**config.mk**
```make
export PLATFORM = sky130hd
export DESIGN_NAME = value_stack_with_match_delete_unit
export DESIGN_NICKNAME = d
export VERILOG_FILES = /design/src/hdl/vsmd_pkg.sv /design/src/hdl/vsmd_ctrl.sv /design/src/hdl/vsmd_dp.sv /design/src/hdl/value_stack_with_match_delete_unit.sv
export VERILOG_INCLUDE_DIRS = /design/src /design/src/hdl
export SDC_FILE = /design/constraint.sdc
export NUM_CORES = 1
export LEC_CHECK = 0
export BUFFER_PORTS_ARGS = -buffer_cell sky130_fd_sc_hd__buf_2
export CORE_ASPECT_RATIO = 0.6
export CORE_UTILIZATION = 45
export CTS_CLUSTER_SIZE = 28
export DETAILED_ROUTE_END_ITERATION = 7
export PLACE_DENSITY = 0.72
export SYNTH_ARGS = -nofsm -noshare
export SYNTH_HDL_FRONTEND = slang
export SYNTH_SLANG_ARGS = --single-unit
```
**constraint.sdc**
```tcl
create_clock -name clk -period 13.85 [get_ports clk]
set_input_delay 2.77 -clock clk [delete_from_list [all_inputs] [get_ports clk]]
set_output_delay 2.77 -clock clk [all_outputs]
set_load 0.1 [all_outputs]
```
**src/hdl/value_stack_with_match_delete_unit_defines.svh**
```systemverilog
// Assertion macros used by the value stack RTL.
`ifndef VALUE_STACK_WITH_MATCH_DELETE_UNIT_DEFINES_SVH
`define VALUE_STACK_WITH_MATCH_DELETE_UNIT_DEFINES_SVH

// Same-cycle implication, disabled while reset is asserted
`define VSMD_ASSERT_IMP(lbl, clk, rst_n, ante, cons, msg) \
	lbl: assert property (@(posedge clk) disable iff (!rst_n) (ante) |-> (cons)) \
		else $error(msg);

// Next-cycle implication, disabled while reset is asserted
`define VSMD_ASSERT_NXT(lbl, clk, rst_n, ante, cons, msg) \
	lbl: assert property (@(posedge clk) disable iff (!rst_n) (ante) |=> (cons)) \
		else $error(msg);

`endif

```
**src/hdl/vsmd_pkg.sv**
```systemverilog
// Types, constants and codes for the value stack with match delete.
package vsmd_pkg;

	// storage geometry
	localparam int DEPTH   = 16;
	localparam int VALUE_W = 32;
	localparam int IDX_W   = $clog2(DEPTH);
	localparam int CNT_W   = $clog2(DEPTH + 1);

	// fixed field widths
	localparam int HEAD_W = 32;
	localparam int LEN_W  = 5;

	// operation codes
	typedef enum logic [1:0] {
		OP_PUSH   = 2'd0,
		OP_POP    = 2'd1,
		OP_COUNT  = 2'd2,
		OP_DELETE = 2'd3
	} op_e;

	// result status codes
	typedef enum logic [1:0] {
		ST_OK    = 2'd0,
		ST_FULL  = 2'd1,
		ST_EMPTY = 2'd2
	} status_e;

	// controller states
	typedef enum logic [2:0] {
		S_IDLE,
		S_EXEC,
		S_SCAN,
		S_HEAD,
		S_HWAIT
	} state_e;

	// input beat
	typedef struct packed {
		op_e         kind;
		logic [31:0] value;
	} cmd_t;

	// result beat
	typedef struct packed {
		logic [31:0] head_value;
		logic [4:0]  list_length;
		logic        is_empty;
		logic [4:0]  match_count;
		status_e     status;
	} res_t;

	// controller to datapath commands
	typedef struct packed {
		logic accept;
		logic exec;
		logic scan;
		logic head_rd;
		logic finish;
	} ctl_t;

	// datapath to controller status
	typedef struct packed {
		logic scan_op;
		logic scan_done;
	} sts_t;

endpackage

```
**src/hdl/vsmd_ctrl.sv**
```systemverilog
// Controller state machine sequencing each operation.
module vsmd_ctrl
	import vsmd_pkg::*;
(
	input  logic clk,
	input  logic arst_n,
	input  logic start,
	input  sts_t sts,
	output ctl_t ctl,
	output logic busy
);

	state_e state_q;
	state_e state_nxt;

	// state register
	always_ff @(posedge clk or negedge arst_n) begin
		if (!arst_n) begin
			state_q <= S_IDLE;
		end else begin
			state_q <= state_nxt;
		end
	end

	// next state
	always_comb begin
		state_nxt = state_q;
		unique case (state_q)
			S_IDLE: begin
				if (start) state_nxt = S_EXEC;
			end
			S_EXEC: begin
				state_nxt = sts.scan_op ? S_SCAN : S_HEAD;
			end
			S_SCAN: begin
				if (sts.scan_done) state_nxt = S_HEAD;
			end
			S_HEAD: begin
				state_nxt = S_HWAIT;
			end
			S_HWAIT: begin
				state_nxt = S_IDLE;
			end
			default: begin
				state_nxt = S_IDLE;
			end
		endcase
	end

	// command outputs
	always_comb begin
		ctl  = '0;
		busy = 1'b1;
		unique case (state_q)
			S_IDLE: begin
				busy       = 1'b0;
				ctl.accept = start;
			end
			S_EXEC:  ctl.exec    = 1'b1;
			S_SCAN:  ctl.scan    = 1'b1;
			S_HEAD:  ctl.head_rd = 1'b1;
			S_HWAIT: ctl.finish  = 1'b1;
			default: busy        = 1'b1;
		endcase
	end

endmodule

```
**src/hdl/vsmd_dp.sv**
```systemverilog
// Datapath: entry memory, fill count, scan counters and result register.
module vsmd_dp
	import vsmd_pkg::*;
(
	input  logic clk,
	input  logic arst_n,
	input  cmd_t cmd,
	input  ctl_t ctl,
	output sts_t sts,
	output res_t result,
	output logic done
);

	// entry memory, oldest in slot 0
	logic [VALUE_W-1:0] mem_q [DEPTH];

	op_e                op_q;
	logic [VALUE_W-1:0] value_q;
	logic [CNT_W-1:0]   fill_q;
	logic [CNT_W-1:0]   rd_idx_q;
	logic [CNT_W-1:0]   wr_q;
	logic [CNT_W-1:0]   match_q;
	status_e            status_q;
	logic               rd_vld_s1;
	logic [VALUE_W-1:0] rdata_s1;
	res_t               result_q;
	logic               done_q;

	logic               full;
	logic               empty;
	logic               match_s1;
	logic               keep_s1;
	logic               scan_done;
	logic               issue;
	logic [CNT_W-1:0]   wr_nxt;
	logic [CNT_W-1:0]   fill_m1;
	logic               we;
	logic [IDX_W-1:0]   waddr;
	logic [VALUE_W-1:0] wdata;
	logic               re;
	logic [IDX_W-1:0]   raddr;

	// scan compare and compaction
	always_comb begin
		full      = (fill_q == CNT_W'(DEPTH));
		empty     = (fill_q == '0);
		match_s1  = rd_vld_s1 && (rdata_s1 == value_q);
		keep_s1   = rd_vld_s1 && !match_s1;
		wr_nxt    = wr_q + CNT_W'(keep_s1);
		scan_done = (rd_idx_q == fill_q);
		issue     = ctl.scan && !scan_done;
		fill_m1   = fill_q - CNT_W'(1);
	end

	// memory port selection
	always_comb begin
		we    = 1'b0;
		waddr = fill_q[IDX_W-1:0];
		wdata = value_q;
		if (ctl.exec && (op_q == OP_PUSH) && !full) begin
			we = 1'b1;
		end else if (ctl.scan && (op_q == OP_DELETE) && keep_s1) begin
			we    = 1'b1;
			waddr = wr_q[IDX_W-1:0];
			wdata = rdata_s1;
		end
		re    = issue || ctl.head_rd;
		raddr = ctl.head_rd ? fill_m1[IDX_W-1:0] : rd_idx_q[IDX_W-1:0];
	end

	// memory: one write, one registered read
	always_ff @(posedge clk) begin
		if (we) mem_q[waddr] <= wdata;
		if (re) rdata_s1 <= mem_q[raddr];
	end

	// read valid flag for scan data
	always_ff @(posedge clk or negedge arst_n) begin
		if (!arst_n) begin
			rd_vld_s1 <= 1'b0;
		end else begin
			rd_vld_s1 <= issue;
		end
	end

	// fill count
	always_ff @(posedge clk or negedge arst_n) begin
		if (!arst_n) begin
			fill_q <= '0;
		end else if (ctl.exec) begin
			if ((op_q == OP_PUSH) && !full) fill_q <= fill_q + CNT_W'(1);
			else if ((op_q == OP_POP) && !empty) fill_q <= fill_m1;
		end else if (ctl.scan && scan_done && (op_q == OP_DELETE)) begin
			fill_q <= wr_nxt;
		end
	end

	// operation registers and scan counters
	always_ff @(posedge clk) begin
		if (ctl.accept) begin
			op_q     <= cmd.kind;
			value_q  <= cmd.value[VALUE_W-1:0];
			status_q <= ST_OK;
		end
		if (ctl.exec) begin
			rd_idx_q <= '0;
			wr_q     <= '0;
			match_q  <= '0;
			if ((op_q == OP_PUSH) && full) status_q <= ST_FULL;
			if ((op_q == OP_POP) && empty) status_q <= ST_EMPTY;
		end
		if (ctl.scan) begin
			if (issue) rd_idx_q <= rd_idx_q + CNT_W'(1);
			if (match_s1) match_q <= match_q + CNT_W'(1);
			wr_q <= wr_nxt;
		end
	end

	// result register
	always_ff @(posedge clk) begin
		if (ctl.finish) begin
			result_q.head_value  <= empty ? '0 : HEAD_W'(rdata_s1);
			result_q.list_length <= LEN_W'(fill_q);
			result_q.is_empty    <= empty;
			result_q.match_count <= LEN_W'(match_q);
			result_q.status      <= status_q;
		end
	end

	// result strobe
	always_ff @(posedge clk or negedge arst_n) begin
		if (!arst_n) begin
			done_q <= 1'b0;
		end else begin
			done_q <= ctl.finish;
		end
	end

	assign sts.scan_op   = (op_q == OP_COUNT) || (op_q == OP_DELETE);
	assign sts.scan_done = scan_done;
	assign result        = result_q;
	assign done          = done_q;

endmodule

```
**src/hdl/value_stack_with_match_delete_unit.sv**
```systemverilog
// Top level of the bounded value stack with match count and match delete.
//
//  channel  | handshake      | payload          | direction
//  ---------+----------------+------------------+----------
//  command  | start / busy   | cmd (cmd_t)      | in
//  result   | done strobe    | result (res_t)   | out
//
// A beat is taken at a rising edge with start high and busy low.
// Push and pop: done rises after the execute, head read and result steps.
// Count and delete: a scan over the stored entries runs between execute and head read;
// the scan reads one stored entry per cycle through the single memory read port.
// busy drops in the cycle done is shown, so the next beat may be taken there.
// Reset clears the fill count and control; the receiver cannot stall done.
`include "value_stack_with_match_delete_unit_defines.svh"

module value_stack_with_match_delete_unit
	import vsmd_pkg::*;
(
	input  logic clk,
	input  logic arst_n,
	input  logic start,
	output logic busy,
	input  cmd_t cmd,
	output logic done,
	output res_t result
);

	ctl_t ctl;
	sts_t sts;

	// sequencing
	vsmd_ctrl u_ctrl (
		.clk    (clk),
		.arst_n (arst_n),
		.start  (start),
		.sts    (sts),
		.ctl    (ctl),
		.busy   (busy)
	);

	// storage and scan
	vsmd_dp u_dp (
		.clk    (clk),
		.arst_n (arst_n),
		.cmd    (cmd),
		.ctl    (ctl),
		.sts    (sts),
		.result (result),
		.done   (done)
	);

	// checks
	`VSMD_ASSERT_NXT(a_accept_busy, clk, arst_n, start && !busy, busy, "beat taken but not busy")
	`VSMD_ASSERT_IMP(a_done_idle, clk, arst_n, done, !busy, "result strobe while busy")
	`VSMD_ASSERT_IMP(a_empty_flag, clk, arst_n, done, result.is_empty == (result.list_length == LEN_W'(0)), "empty flag disagrees with length")
	`VSMD_ASSERT_IMP(a_full_len, clk, arst_n, done && (result.status == ST_FULL), result.list_length == LEN_W'(DEPTH), "push refused on a list not full")

endmodule

```
Yosys cells after proc, flatten, opt, wreduce, memory -nomap -nowiden. Memories as Yosys holds them, arrays and structs flattened. A register that Yosys moved wholly into a read port is not among the register bits. Cells that the tools add are included.

Register bits after elaboration: 106. Bits in writable memories: 512. Input port bits: 37. Output and inout port bits: 47. Memories kept: 1.

Memory list: u_dp.mem_q (words 16, width 32, read ports 1, clocked after Yosys merged registers in 1, wr ports 1, line vsmd_dp.sv:15) `logic [VALUE_W-1:0] mem_q [DEPTH];`.

Add/subtract/negate cells: 5. Equality and inequality tests: 13. Mux-type cells: 35. Reductions and logical operators: 26.

Operator list (count): $mux 32 (2); $mux 5 (12); $eq 32x32->1 (1); $add 5x1->5 const B (3); $logic_and 1x1->1 (13); $mux 4 (3); $pmux 3 s4 (1); $mux 1 (11); $mux 2 (4); $eq 3x2->1 const B (2); $mux 3 (2); $add 5x1->5 (1); $eq 5x5->1 (1); $eq 5x5->1 const B (1); $logic_not 5->1 (1); $sub 5x1->5 const B (1); $eq 2x2->1 const B (2); $logic_not 1->1 (4); $reduce_and 2->1 (2); $reduce_bool 2->1 (2); $eq 3x1->1 const B (1); $eq 3x3->1 const B (1); $logic_not 3->1 (1); $ne 3x3->1 const B (1); 5 further kinds (6).

Longest topological paths before layout.
Depth in word-level cells: 9. Depth in mapped cells: 12. Mapped depth without buffers: 11.

Modules after synthesis. Synthesis repeated with hierarchy kept, for this count alone.

Cell total of the unflattened synthesis: 1538. Area, all modules: 26482.9 µm².

By module, submodules not included: vsmd_dp (instances 1, cells each 1519, area an instance 26287.7 µm²); vsmd_ctrl (instances 1, cells each 19, area an instance 195.2 µm²).

Worst setup path after synthesis. No wires, ideal clock.

Path kind: register -> register. Start: reg u_ctrl.state_q[0]. End: mem u_dp.mem_q[0][0] (enable). Arrival: 4.657 ns. Setup slack: 8.682 ns. Stages on the path, launching flop included: 6. Period minus slack after synthesis: 5.168 ns. Cell sequence: dfrtp_1 > buf_4 > nor3b_1 > and3_2 > nand3_1 > o41ai_1.

Longest elaborated chain between the ends: 8. Elaborated cells on any way between the ends: 14.

Ends and longest elaborated chain: start, declared (line vsmd_ctrl.sv:13) `state_e state_q;`; start signal, assigned (line vsmd_ctrl.sv:21) `state_q <= state_nxt;`; $eq 3x2->1 (line vsmd_ctrl.sv:54) `unique case (state_q)`; $mux 1 (line vsmd_ctrl.sv:54); $logic_and 1x1->1 (2 in a row) (line vsmd_dp.sv:62) `end else if (ctl.scan && (op_q == OP_DELETE) && keep_s1) begin`; $mux 1 (line vsmd_dp.sv:62); $mux 1 (line vsmd_dp.sv:60) `if (ctl.exec && (op_q == OP_PUSH) && !full) begin`; $mux 1 (line vsmd_dp.sv:73) `if (we) mem_q[waddr] <= wdata;`; $mux 1 (not written as such) (line vsmd_dp.sv:73); end, declared (line vsmd_dp.sv:15).

Several ways; a longest one is shown, not always the timed one.

Final worst setup path.
Start: reg u_ctrl.state_q[1]. End: out busy.

Longest elaborated chain between the ends: 2.

Ends and longest elaborated chain: $logic_not 3->1 (line vsmd_ctrl.sv:54); $mux 1 (line vsmd_ctrl.sv:54); end, declared (line value_stack_with_match_delete_unit.sv:22) `output logic busy,`.

No other way between the ends.

==> results_dict.tcl <==
set metrics [dict create \
    status "completed" \
    critical-path-max-stage-delay_ns 0.52 \
    gr-total-overflow 0 \
    path_class "flop to primary output" \
    p_int_uw 4190 \
    wl_per_cell_um 25.0 \
    tightest_slew_ns 1.13 \
    antenna_found_initial 3 \
    cts.htree.levels 2 \
    gp_congestion 0.844 \
    drc 0 \
    fin_tns_setup_ns 0 \
    cts.clk_slew.worst_paths_ns 0.07 \
    ys_seq_elements 650 \
    clk_path_buf_depth 3 \
    fp.dieArea_um2 58800 \
    ir_worst_vdd_uv 227 \
    power.density_nw_per_um2 226 \
    worst_slack_ns 9.19 \
    area_growth_pct 12.7 \
    grt_pass1_vias 15300 \
    yosys.area.top_type "edfxtp_1" \
    crit_family "flip-flops" \
    rsz0062_at_grt "false" \
    critical_path.max_fanout 11 \
    core_area_um2 56400 \
    p_clk_share_pct 26.0 \
    initial_utilization_pct 46.1 \
    cts_sinks 650 \
    place_hpwl_um 33900 \
    setup_viol 0 \
    yosysWarnings 0 \
    grt_use_total_pct 22.0 \
    cp_num_buf_inv 2 \
    yosysMostFrequentCell "edfxtp_1" \
    ios 84 \
    endpoint_kind "primary output" \
    max_slew_margin_pct 24.7 \
    cts_buffers 55 \
    drive_above_1_share_pct 14.6 \
    p_leak_uw 0.00971 \
    grt_start_max_net_pins 183 \
    final-hold-violation-count 0 \
    grt_pass1_wl_um 96100 \
    met3_length_um 7910 \
    cts.repair.resized 0 \
    wl_um 65700 \
    fp.dieH_um 188 \
    synth_top_cells_by_area "edfxtp_1 (72%), a21oi_1 (5.1%), nand2_1 (4.1%)" \
    ys_types 59 \
    clock_skew_ns 0.0153 \
    final_nets 1866 \
    worst_path_max_delay_cell "dfrtp_1" \
    maxSlewViolCount 0 \
    syn_inst 1771 \
    stdcell_count 2628 \
    start_kind "flop" \
    maxCapViolCount 0 \
    vias 15800 \
    period_minus_slack_ns 4.66 \
    synth_common_cells "edfxtp_1 (628), nand2_1 (285), a21oi_1 (267), a22oi_1 (97), a22o_1 (64)" \
    die_w_um 312 \
    wl_met2_um 29500 \
    antenna_cells 0 \
    synth_edf_count 628 \
    fin_crit_sh_pct 33.7 \
    fillCellCount 4466 \
    dp_slack_ns 9.57 \
    postSynthAreaPerCell_um2 14.7 \
    cts_setup_buffers 0 \
    clock_latency_ns 0.60 \
    hold_buffers 0 \
    combPwrFrac_pct 34.1 \
    seqPwrFrac_pct 39.9 \
    ant_nets 0 \
    hold_class "flop to flop" \
    p_sw_share_pct 36.8 \
    worstPathRequired_ns 11.08 \
    cts_tree "yes" \
    top_layer "met5" \
    netlist_area_um2 26000 \
    yosys.area.top_type_share_pct 72.5 \
    synth_ff_type "edfxtp_1" \
    power_uw 6620 \
    arrival_ns 1.89 \
    async_flop_share_pct 1.54 \
    dp.cells 2525 \
    portBuffers 83 \
    viasPerCell 6.00 \
    drtIter0Drc 2061 \
    rows 67 \
    firstDrtPassIters 6 \
    yosysSeqAreaShare_pct 74.4 \
    syn_nets 1814 \
    clock.fmax_ghz 0.214 \
    path_cells "nor3_1 -> inv_1 -> buf_2" \
    cts-root-buf "clkbuf_16" \
    wl_met1_um 26700 \
    p_switching_uw 2430 \
]
state kept, by name (all words and copies together) (netlist names):
name,count
u_ctrl.state_q,3
u_dp.done,1
u_dp.fill_q,5
u_dp.match_q,5
u_dp.mem_q,512
u_dp.op_q,2
u_dp.rd_idx_q,5
u_dp.rd_vld_s1,1
u_dp.rdata_s1,32
u_dp.result,45
u_dp.status_q,2
u_dp.value_q,32
u_dp.wr_q,5
cell type report:
cell class | instances | area [µm²] | share of cell area (%)
Tap cell | 759 | 950 | 3.24
Clock buffer | 62 | 1450 | 4.93
Timing Repair Buffer | 116 | 676 | 2.30
Multi-Input combinational cell | 990 | 6300 | 21.5
Clock inverter | 41 | 562 | 1.92
Sequential cell | 650 | 19300 | 66.0
Inverter | 10 | 37.5 | 0.128
per-stage QoR:
step / instance area (µm²) / utilization [%] / hold slack (ns)
finish: 29300 / 52.0 / 0.441
detailed placement: 27300 / 48.4 / 0.430
floorplan: 26000 / - / 0.408
CTS: 29300 / 52.0 / 0.445
global placement: 27300 / 48.4 / 0.419
global route: 29300 / 52.0 / 0.452
cells in the final DEF, fill, tap and decap left out, drive strengths merged, types with 10 or more instances in the layout:
cell type / n
clkinv: 21
inv: 12
nand3: 10
xnor2: 38
nor2b: 32
dfxtp: 12
a22oi: 97
bufinv: 14
nor2: 21
clkbuf: 62
nand4: 16
edfxtp: 628
mux2: 32
buf: 116
o221ai: 32
nand2: 286
a21oi: 269
dfrtp: 10
a22o: 64
path summary, 6_finish.rpt:
kind                                          startpoint                         end  slack (ns)  cells after the start
hold reg to reg                 u_dp.status_q[1]$_DFF_P_    u_dp.result[1]$_DFFE_PP_        0.44                      0
setup reg to reg           u_ctrl.state_q[1]$_DFFE_PN0P_  u_dp.rdata_s1[0]$_DFFE_PP_        9.46                      9
min in group asynchronous                         arst_n    u_dp.rd_vld_s1$_DFF_PN0_        2.04                      1
hold / removal                  u_dp.status_q[1]$_DFF_P_    u_dp.result[1]$_DFFE_PP_        0.44                      0
max in group asynchronous                         arst_n  u_dp.fill_q[0]$_DFFE_PN0P_       11.60                      1
setup / recovery           u_ctrl.state_q[1]$_DFFE_PN0P_                        busy        9.19                      3
layer usage:
layer	track usage [%]	vias up
li1	-	6883
met1	31.2	7843
met2	33.6	909
met3	5.87	130
met4	5.77	6
met5	0	-
power by group through the flow:
stage                     registers, µW  clock network, µW  logic (µW)
after floorplan                    2740                  0        1530
after global placement             2670                  0        2160
after detailed placement           2680                  0        2220
after CTS                          2640               1740        2230
after global routing               2650               1810        2430
final                              2640               1720        2260
logic make-up (layout without fill, tap and decap cells):
kind of cell	count (synthesis)	in the layout	synth area share, %
and+or+nand+nor	398	398	6.76
AOI/OAI and AO/OA	503	503	12.5
buffers and inverters	131	229	2.54
DFF	650	650	74.4
muxes	39	39	2.09
adders and majority gates	6	6	0.289
xor gates and xnor gates	44	44	1.48
Power figures use the tool's default switching activity.
